[config.mk]
export PLATFORM = sky130hd
export DESIGN_NAME = pluck_envelope_generator_unit
export DESIGN_NICKNAME = d
export VERILOG_FILES = /design/src/hdl/peg_pkg.sv /design/src/hdl/peg_cfg.sv /design/src/hdl/peg_ctrl.sv /design/src/hdl/peg_datapath.sv /design/src/hdl/pluck_envelope_generator_unit.sv
export SDC_FILE = /design/constraint.sdc
export NUM_CORES = 2
export LEC_CHECK = 0
export BUFFER_PORTS_ARGS = -buffer_cell sky130_fd_sc_hd__buf_4
export CAP_MARGIN = 20
export CORE_ASPECT_RATIO = 0.8
export CORE_MARGIN = 3
export CORE_UTILIZATION = 57
export CTS_BUF_LIST = sky130_fd_sc_hd__clkbuf_4 sky130_fd_sc_hd__clkbuf_8 sky130_fd_sc_hd__clkbuf_16
export DETAILED_ROUTE_END_ITERATION = 6
export PLACE_DENSITY = 0.82
export SETUP_SLACK_MARGIN = 0.5
export SLEW_MARGIN = 20
export SYNTH_ARGS = -nofsm -noshare
export SYNTH_HDL_FRONTEND = slang
export SYNTH_SLANG_ARGS = --single-unit
export TNS_END_PERCENT = 20
[constraint.sdc]
create_clock -name clk_i -period 21.2 [get_ports clk_i]
set_clock_uncertainty 0.1 [all_clocks]
set_input_delay 2.12 -clock clk_i [delete_from_list [all_inputs] [get_ports clk_i]]
set_output_delay 2.12 -clock clk_i [all_outputs]
set_load 0.05 [all_outputs]
[src/hdl/peg_pkg.sv]
// Shared types and constants of the pluck envelope generator.
// No dependencies; imported by every module of the block.
`timescale 1ns / 1ps

package peg_pkg;

  // Fixed-point formats
  localparam int unsigned ENV_FRAC_BITS   = 23;
  localparam int unsigned COEFF_FRAC_BITS = 24;
  localparam int unsigned ENV_W           = ENV_FRAC_BITS + 1;
  localparam int unsigned ATK_W           = 25;
  localparam int unsigned DEC_W           = 24;
  localparam int unsigned LVL_W           = 17;
  localparam int unsigned OUT_W           = 26;
  localparam int unsigned STAGE_W         = 2;
  localparam int unsigned OUT_SHIFT       = ENV_FRAC_BITS - 9;

  // Shared multiplier: envelope-sized by coefficient-sized
  localparam int unsigned MUL_A_W = ENV_W;
  localparam int unsigned MUL_B_W = ATK_W;
  localparam int unsigned PROD_W  = MUL_A_W + MUL_B_W;

  // Configuration port
  localparam int unsigned CFG_IDX_W  = 2;
  localparam int unsigned CFG_DATA_W = ATK_W;

  // Envelope thresholds
  localparam int unsigned GAP_INT   = ((1 << ENV_FRAC_BITS) + 5000) / 10000;
  localparam int unsigned FLOOR_INT = ((1 << ENV_FRAC_BITS) + 50000) / 100000;

  localparam logic [ENV_W-1:0]  PEAK          = {1'b1, {ENV_FRAC_BITS{1'b0}}};
  localparam logic [ENV_W-1:0]  NEAR_PEAK_GAP = ENV_W'(GAP_INT);
  localparam logic [ENV_W-1:0]  IDLE_FLOOR    = ENV_W'(FLOOR_INT);
  localparam logic [ATK_W-1:0]  COEFF_ONE     = {1'b1, {COEFF_FRAC_BITS{1'b0}}};
  localparam logic [PROD_W-1:0] ROUND_UP      = PROD_W'({COEFF_FRAC_BITS{1'b1}});
  localparam logic [LVL_W-1:0]  GAIN_MAX      = {1'b1, {(LVL_W-1){1'b0}}};
  localparam logic [OUT_W-1:0]  ENV_OUT_MAX   = {1'b1, {(OUT_W-1){1'b0}}};

  // Register reset values
  localparam logic [ATK_W-1:0] RST_ATTACK = 25'd189130;
  localparam logic [DEC_W-1:0] RST_DECAY  = 24'd16768849;
  localparam logic [LVL_W-1:0] RST_LEVEL  = 17'd16384;

  // Envelope stage, also the stage_now output code
  typedef enum logic [STAGE_W-1:0] {
    ST_IDLE   = 2'd0,
    ST_ATTACK = 2'd1,
    ST_DECAY  = 2'd2,
    ST_HOLD   = 2'd3
  } peg_stage_e;

  // Register indexes
  typedef enum logic [CFG_IDX_W-1:0] {
    REG_ATTACK = 2'd0,
    REG_DECAY  = 2'd1,
    REG_LEVEL  = 2'd2,
    REG_LATCH  = 2'd3
  } peg_reg_e;

  // Input item
  typedef struct packed {
    logic trigger_high;
    logic gate_high;
  } peg_in_t;

  // Result item
  typedef struct packed {
    logic [OUT_W-1:0]   env_out;
    logic [STAGE_W-1:0] stage_now;
  } peg_out_t;

  // Live coefficients, already saturated
  typedef struct packed {
    logic [ATK_W-1:0] attack_coeff;
    logic [DEC_W-1:0] decay_mul;
    logic [LVL_W-1:0] level_gain;
    logic             latch_on_trigger;
  } peg_cfg_t;

  // Sequencer commands to the datapath
  typedef struct packed {
    logic front;     // capture item, edge detect, strike
    logic mul_env;   // slew or decay product
    logic update;    // envelope and stage update
    logic mul_out;   // envelope times gain
    logic out_load;  // load result register
  } peg_cmd_t;

endpackage

[src/hdl/peg_cfg.sv]
// Configuration registers of the pluck envelope generator, with saturation.
// Depends on peg_pkg.
`timescale 1ns / 1ps

module peg_cfg (
  input  logic                           clk_i,
  input  logic                           rst_ni,
  input  logic                           cfg_we_i,
  input  logic [peg_pkg::CFG_IDX_W-1:0]  cfg_idx_i,
  input  logic [peg_pkg::CFG_DATA_W-1:0] cfg_data_i,
  output peg_pkg::peg_cfg_t              cfg_o
);
  import peg_pkg::*;

  logic [ATK_W-1:0] attack_q;
  logic [DEC_W-1:0] decay_q;
  logic [LVL_W-1:0] level_q;
  logic             latch_q;

  // Register writes, data masked to field width
  always_ff @(posedge clk_i or negedge rst_ni) begin
    if (!rst_ni) begin
      attack_q <= RST_ATTACK;
      decay_q  <= RST_DECAY;
      level_q  <= RST_LEVEL;
      latch_q  <= 1'b1;
    end else if (cfg_we_i) begin
      unique case (peg_reg_e'(cfg_idx_i))
        REG_ATTACK: attack_q <= cfg_data_i[ATK_W-1:0];
        REG_DECAY:  decay_q  <= cfg_data_i[DEC_W-1:0];
        REG_LEVEL:  level_q  <= cfg_data_i[LVL_W-1:0];
        REG_LATCH:  latch_q  <= cfg_data_i[0];
      endcase
    end
  end

  // Saturate to 1.0 and to 4.0; the decay field is always below 1.0
  always_comb begin
    cfg_o.attack_coeff     = (attack_q > COEFF_ONE) ? COEFF_ONE : attack_q;
    cfg_o.decay_mul        = decay_q;
    cfg_o.level_gain       = (level_q > GAIN_MAX) ? GAIN_MAX : level_q;
    cfg_o.latch_on_trigger = latch_q;
  end

endmodule

[src/hdl/peg_ctrl.sv]
// Sequencer of the pluck envelope generator: handshakes and datapath commands.
// Depends on peg_pkg.
`timescale 1ns / 1ps

module peg_ctrl (
  input  logic              clk_i,
  input  logic              rst_ni,
  input  logic              in_valid_i,
  output logic              in_stall_o,
  output logic              out_valid_o,
  input  logic              out_stall_i,
  output peg_pkg::peg_cmd_t cmd_o
);
  import peg_pkg::*;

  typedef enum logic [4:0] {
    S_WAIT    = 5'b00001,
    S_MUL_ENV = 5'b00010,
    S_UPDATE  = 5'b00100,
    S_MUL_OUT = 5'b01000,
    S_DONE    = 5'b10000
  } peg_ctrl_state_e;

  peg_ctrl_state_e state_q, state_d;
  logic            out_valid_q, out_valid_d;
  logic            in_take;
  logic            out_free;

  assign in_stall_o = (state_q != S_WAIT);
  assign in_take    = in_valid_i && (state_q == S_WAIT);
  // result register free now or emptied this cycle
  assign out_free   = !out_valid_q || !out_stall_i;

  // Next state and commands
  always_comb begin
    state_d = state_q;
    cmd_o   = '0;
    unique case (state_q)
      S_WAIT: begin
        if (in_take) begin
          cmd_o.front = 1'b1;
          state_d     = S_MUL_ENV;
        end
      end
      S_MUL_ENV: begin
        cmd_o.mul_env = 1'b1;
        state_d       = S_UPDATE;
      end
      S_UPDATE: begin
        cmd_o.update = 1'b1;
        state_d      = S_MUL_OUT;
      end
      S_MUL_OUT: begin
        cmd_o.mul_out = 1'b1;
        state_d       = S_DONE;
      end
      S_DONE: begin
        if (out_free) begin
          cmd_o.out_load = 1'b1;
          state_d        = S_WAIT;
        end
      end
      default: state_d = S_WAIT;
    endcase
  end

  // Result valid flag
  always_comb begin
    out_valid_d = out_valid_q;
    if (cmd_o.out_load) begin
      out_valid_d = 1'b1;
    end else if (!out_stall_i) begin
      out_valid_d = 1'b0;
    end
  end

  always_ff @(posedge clk_i or negedge rst_ni) begin
    if (!rst_ni) begin
      state_q     <= S_WAIT;
      out_valid_q <= 1'b0;
    end else begin
      state_q     <= state_d;
      out_valid_q <= out_valid_d;
    end
  end

  assign out_valid_o = out_valid_q;

endmodule

[src/hdl/peg_datapath.sv]
// Datapath of the pluck envelope generator: envelope state, shot registers,
// shared multiplier and result register. Depends on peg_pkg.
`timescale 1ns / 1ps

module peg_datapath (
  input  logic              clk_i,
  input  logic              rst_ni,
  input  peg_pkg::peg_cmd_t cmd_i,
  input  peg_pkg::peg_in_t  in_data_i,
  input  peg_pkg::peg_cfg_t cfg_i,
  output peg_pkg::peg_out_t out_data_o
);
  import peg_pkg::*;

  // Envelope state
  logic [ENV_W-1:0] env_q, env_d;
  logic             prev_trig_q, prev_trig_d;
  logic             prev_gate_q, prev_gate_d;
  logic             gate_q, gate_d;
  logic             gate_mode_q, gate_mode_d;
  peg_stage_e       stage_q, stage_d;
  logic [ATK_W-1:0] shot_atk_q, shot_atk_d;
  logic [DEC_W-1:0] shot_dec_q, shot_dec_d;
  logic [LVL_W-1:0] shot_lvl_q, shot_lvl_d;

  // Multiplier and result
  logic [MUL_A_W-1:0] mul_a;
  logic [MUL_B_W-1:0] mul_b;
  logic [PROD_W-1:0]  mul_p;
  logic [PROD_W-1:0]  prod_q;
  peg_out_t           out_q;

  // Edge detect
  logic trig_rise, gate_rise, gate_fall, strike, rising_stage;

  // Update terms
  logic [PROD_W-1:0] slew_sum;
  logic [ENV_W-1:0]  slew_inc;
  logic [ENV_W:0]    env_sum;
  logic [ENV_W-1:0]  env_slew;
  logic              near_peak;
  logic [ENV_W-1:0]  env_dec;

  assign trig_rise    = !prev_trig_q && in_data_i.trigger_high;
  assign gate_rise    = !prev_gate_q && in_data_i.gate_high;
  assign gate_fall    = prev_gate_q && !in_data_i.gate_high;
  assign strike       = trig_rise || gate_rise;
  assign rising_stage = (stage_q == ST_ATTACK) || (stage_q == ST_HOLD);

  // Shared multiplier operand select
  always_comb begin
    mul_a = env_q;
    mul_b = MUL_B_W'(shot_dec_q);
    if (cmd_i.mul_out) begin
      mul_b = MUL_B_W'(shot_lvl_q);
    end else if (rising_stage) begin
      mul_a = PEAK - env_q;
      mul_b = shot_atk_q;
    end
  end

  assign mul_p = mul_a * mul_b;

  // Attack slew rounds up, clamped at peak
  assign slew_sum  = prod_q + ROUND_UP;
  assign slew_inc  = slew_sum[COEFF_FRAC_BITS +: ENV_W];
  assign env_sum   = {1'b0, env_q} + {1'b0, slew_inc};
  assign env_slew  = (env_sum > {1'b0, PEAK}) ? PEAK : env_sum[ENV_W-1:0];
  assign near_peak = ({1'b0, env_slew} + {1'b0, NEAR_PEAK_GAP}) >= {1'b0, PEAK};
  // Decay truncates
  assign env_dec   = prod_q[COEFF_FRAC_BITS +: ENV_W];

  // Next-state logic
  always_comb begin
    env_d       = env_q;
    prev_trig_d = prev_trig_q;
    prev_gate_d = prev_gate_q;
    gate_d      = gate_q;
    gate_mode_d = gate_mode_q;
    stage_d     = stage_q;
    shot_atk_d  = shot_atk_q;
    shot_dec_d  = shot_dec_q;
    shot_lvl_d  = shot_lvl_q;

    // item capture: edge history, coefficient load, strike or gate release
    if (cmd_i.front) begin
      prev_trig_d = in_data_i.trigger_high;
      prev_gate_d = in_data_i.gate_high;
      gate_d      = in_data_i.gate_high;
      if (!cfg_i.latch_on_trigger || strike) begin
        shot_atk_d = cfg_i.attack_coeff;
        shot_dec_d = cfg_i.decay_mul;
        shot_lvl_d = cfg_i.level_gain;
      end
      if (strike) begin
        // a gate rise implies the gate is high
        gate_mode_d = in_data_i.gate_high;
        stage_d     = ST_ATTACK;
      end else if (gate_fall && gate_mode_q && rising_stage) begin
        stage_d = ST_DECAY;
      end
    end

    // envelope step
    if (cmd_i.update) begin
      unique case (stage_q)
        ST_ATTACK: begin
          if (near_peak) begin
            env_d   = PEAK;
            stage_d = (gate_mode_q && gate_q) ? ST_HOLD : ST_DECAY;
          end else begin
            env_d = env_slew;
          end
        end
        ST_HOLD: begin
          env_d = env_slew;
          if (!gate_q) begin
            stage_d = ST_DECAY;
          end
        end
        ST_DECAY: begin
          if (env_dec < IDLE_FLOOR) begin
            // below the floor: back to idle, edge history cleared
            env_d       = '0;
            prev_trig_d = 1'b0;
            prev_gate_d = 1'b0;
            stage_d     = ST_IDLE;
            gate_mode_d = 1'b0;
            shot_atk_d  = RST_ATTACK;
            shot_dec_d  = RST_DECAY;
            shot_lvl_d  = RST_LEVEL;
          end else begin
            env_d = env_dec;
          end
        end
        ST_IDLE: env_d = '0;
      endcase
    end
  end

  // State registers
  always_ff @(posedge clk_i or negedge rst_ni) begin
    if (!rst_ni) begin
      env_q       <= '0;
      prev_trig_q <= 1'b0;
      prev_gate_q <= 1'b0;
      gate_q      <= 1'b0;
      gate_mode_q <= 1'b0;
      stage_q     <= ST_IDLE;
      shot_atk_q  <= RST_ATTACK;
      shot_dec_q  <= RST_DECAY;
      shot_lvl_q  <= RST_LEVEL;
    end else begin
      env_q       <= env_d;
      prev_trig_q <= prev_trig_d;
      prev_gate_q <= prev_gate_d;
      gate_q      <= gate_d;
      gate_mode_q <= gate_mode_d;
      stage_q     <= stage_d;
      shot_atk_q  <= shot_atk_d;
      shot_dec_q  <= shot_dec_d;
      shot_lvl_q  <= shot_lvl_d;
    end
  end

  // Product and result registers
  always_ff @(posedge clk_i) begin
    if (cmd_i.mul_env || cmd_i.mul_out) begin
      prod_q <= mul_p;
    end
    if (cmd_i.out_load) begin
      out_q.env_out   <= prod_q[OUT_SHIFT +: OUT_W];
      out_q.stage_now <= stage_q;
    end
  end

  assign out_data_o = out_q;

endmodule

[src/hdl/pluck_envelope_generator_unit.sv]
// Pluck envelope generator: one item in, one result out. After an item is accepted,
// the sequencer steps through S_MUL_ENV, S_UPDATE, S_MUL_OUT and S_DONE; one shared
// 24x25 multiplier is used twice per item (slew or decay step, then gain). S_DONE
// loads the result once the result register is free; the next item is taken once
// the result has been loaded, even while that result waits downstream.
// Reset (async, active low) returns the envelope to idle and the registers to defaults.
`timescale 1ns / 1ps

module pluck_envelope_generator_unit (
  input  logic                           clk_i,
  input  logic                           rst_ni,
  input  logic                           in_valid_i,
  output logic                           in_stall_o,
  input  peg_pkg::peg_in_t               in_data_i,
  output logic                           out_valid_o,
  input  logic                           out_stall_i,
  output peg_pkg::peg_out_t              out_data_o,
  input  logic                           cfg_we_i,
  input  logic [peg_pkg::CFG_IDX_W-1:0]  cfg_idx_i,
  input  logic [peg_pkg::CFG_DATA_W-1:0] cfg_data_i
);
  import peg_pkg::*;

  peg_cfg_t cfg;
  peg_cmd_t cmd;

  // Configuration registers
  peg_cfg u_cfg (
    .clk_i      (clk_i),
    .rst_ni     (rst_ni),
    .cfg_we_i   (cfg_we_i),
    .cfg_idx_i  (cfg_idx_i),
    .cfg_data_i (cfg_data_i),
    .cfg_o      (cfg)
  );

  // Sequencer
  peg_ctrl u_ctrl (
    .clk_i       (clk_i),
    .rst_ni      (rst_ni),
    .in_valid_i  (in_valid_i),
    .in_stall_o  (in_stall_o),
    .out_valid_o (out_valid_o),
    .out_stall_i (out_stall_i),
    .cmd_o       (cmd)
  );

  // Datapath
  peg_datapath u_dp (
    .clk_i      (clk_i),
    .rst_ni     (rst_ni),
    .cmd_i      (cmd),
    .in_data_i  (in_data_i),
    .cfg_i      (cfg),
    .out_data_o (out_data_o)
  );

endmodule

==> flow_metrics.py <==
metrics = {
    "logic_synthesis": {
        "syn-num-nets": 3980,
        "synth_top_area_frac": 0.3270,
        "yosys-top-cells-area": "fa_1 (33%), dfrtp_1 (9.0%), ha_1 (7.9%)",
        "ys_seq_elements": 245,
        "synthArstFlopShare": 0.6898,
        "synth-seq-area-share": 0.2134,
        "synth.largest_area_cell": "fa_1",
        "synth-edff-count": 76,
        "synth_flop_cell": "dfrtp_1",
        "ys_types": 98,
        "synthCells": 3247,
        "avgSynthCellArea_sq_um": 9.504,
        "syn_area_sq_um": 30860,
        "yosysWarnings": 0,
    },
    "global_routing": {
        "grt_pass1_wl_um": 136100,
        "grt_pass1_vias": 24216,
        "grt_use_total": 0.3079,
        "grt_max_degree": 108,
        "antenna_found_initial": 1,
        "grt_overflow": 0,
    },
    "setup_path": {
        "crit_path_start_kind": "flop",
        "worstPathBufferInverterCount": 3,
        "critPathMaxFanout": 25,
        "cpPeakStageDelay_ns": 0.84,
        "crit_family": "adder cells",
        "critPathArrivalTime_ns": 10.75,
        "worstPathRequired_ns": 21.43,
        "slowest_stage": "a211oi_1",
        "cp-end-kind": "flop",
        "cpMostUsedCell": "fa_1",
        "critical_path_class": "flop to flop",
    },
    "timing": {
        "slew_headroom": 0.2080,
        "max_freq_mhz": 95.03,
        "finalSetupViolCount": 0,
        "fin_crit_sh": 0.4964,
        "fin_setup_tns_ns": 0,
        "min_period_ns": 10.52,
        "slew_viol_final": 0,
        "max_slew.worst_pin.slew_ns": 1.182,
        "worst_slack_ns": 10.68,
        "rsz0062_at_grt": "no",
        "final-hold-violation-count": 0,
    },
    "cts": {
        "cts_resized": 0,
        "cts-root-buf": "clkbuf_16",
        "clk_path_buf_depth": 3,
        "cts.sinks": 245,
        "clk_pin_slew_ns": 0.07,
        "cts_tree": "yes",
        "clkLatencyLatePin_ns": 0.58,
        "cts_htree_levels": 1,
        "post_cts_buffers": 0,
        "hold_buffers": 0,
        "cts_buffers": 26,
    },
    "finish": {
        "nets": 3988,
        "multi_input_area_sq_um": 21900,
        "drive_gt1_frac": 0.1139,
        "fillers": 4169,
        "final_cell_mix": "nand2_1 (532), inv_1 (524), fa_1 (504)",
        "register_area_sq_um": 6584,
        "syn_to_final_growth_pct": 7.704,
        "layout_commonest_cell": "nand2_1",
    },
    "worst_hold_path": {
        "min_path_type": "flop to flop",
    },
    "die": {
        "die_h_um": 214.1,
        "initial_utilization": 0.5820,
        "die_w_um": 266.1,
        "fp.coreArea_sq_um": 53020,
        "io_pins": 64,
        "rows": 75,
        "die_area_sq_um": 56980,
    },
    "drt": {
        "antenna_left": 0,
        "wl_per_cell_um": 21.89,
        "top_layer_used": "met4",
        "drc": 0,
        "vias": 24000,
        "firstDrtPassIters": 6,
        "vias_per_cell": 6.047,
        "drt_iter0_drc": 2623,
        "route.met3.wl_um": 13300,
        "drt-met1-wl_um": 33120,
        "wl_um": 86880,
        "met2_length_um": 36720,
    },
    "placed_design": {
        "pre_cts_ws_ns": 10.97,
        "dp_hpwl_um": 65050,
        "gp_congestion": 1.005,
        "portBuffers": 63,
    },
    "outcome": {
        "status": "finished, final reports clean",
    },
    "job": {
        "max-cap-violations": 0,
    },
}
[cell usage after synthesis (57+ instances only)]
cell type	number
nand3_1	57
inv_1	524
mux2_2	74
xnor2_1	71
ha_1	195
clkbuf_1	125
fa_1	504
edfxtp_1	76
dfrtp_1	111
a21oi_1	110
nand2_1	532
nor2_1	276
dfstp_2	58
[cell families (layout without fill, tap and decap cells)]
| logic type | Yosys count | count (layout) | synth area share |
|---|---|---|---|
| multiplexers | 92 | 92 | 0.03284 |
| other | 0 | 1 | 0 |
| adder cells (fa/ha/maj) | 699 | 699 | 0.4060 |
| AND/OR/NAND/NOR | 1065 | 1065 | 0.1503 |
| flip-flops | 245 | 245 | 0.2134 |
| buffers and inverters | 668 | 696 | 0.08490 |
| XOR/XNOR | 104 | 104 | 0.02952 |
| AO/OA/AOI/OAI | 374 | 374 | 0.08308 |
[metrics by stage]
stage	cell area [sq um]	util	cells	hold slack, ns
floorplan	30860	-	3247	0.3231
global placement	32240	0.6080	3919	0.3334
detailed placement	32240	0.6080	3919	0.3370
CTS	33230	0.6267	3967	0.3509
global route	33230	0.6268	3968	0.3610
finish	33240	0.6269	3969	0.3519
[layout make-up]
type,instances,share of cell area
repair buffers,121,0.02744
inverters,527,0.05959
clock inverters,12,0.006475
diodes,1,0.00007529
clock buffers,36,0.02330
flip-flops and latches,245,0.1981
multi-input cells,2334,0.6589
well taps,693,0.02609
[path summary, 6_finish.rpt]
path,end,slack (ns),start,depth (start not counted)
hold / removal,u_dp.out_data_o[9],0.35,u_dp.prod_q[21],0
hold reg to reg,u_dp.out_data_o[9],0.35,u_dp.prod_q[21],0
setup / recovery,u_dp.prod_q[47],10.68,u_dp.env_q[6],29
min in group asynchronous,u_cfg.attack_q[20],1.57,rst_ni,1
max in group asynchronous,u_dp.env_q[1],18.01,rst_ni,2
setup reg to reg,u_dp.prod_q[47],10.68,u_dp.env_q[6],29
[per-layer routing]
layer / track usage / vias up
li1: - / 10327
met1: 0.4198 / 11795
met2: 0.4507 / 1590
met3: 0.1238 / 288
met4: 0.09956 / 0
met5: 0.01351 / -
[state kept, by name, indices dropped and copies added (netlist names)]
signal and cells:
u_cfg.decay_q 24, u_ctrl.out_valid_o 1, u_dp.out_data_o 28, u_cfg.level_q 17, u_dp.shot_dec_q 24, u_cfg.latch_q 1
u_dp.gate_q 1, u_dp.gate_mode_q 1, u_ctrl.state_q 5, u_dp.shot_atk_q 25, u_dp.prev_gate_q 1, u_dp.shot_lvl_q 17
u_dp.prod_q 48, u_dp.env_q 24, u_dp.prev_trig_q 1, u_dp.stage_q 2, u_cfg.attack_q 25
Power is not shown: default switching activity piles up to over one toggle a cycle in this logic, so the estimate is an artifact.
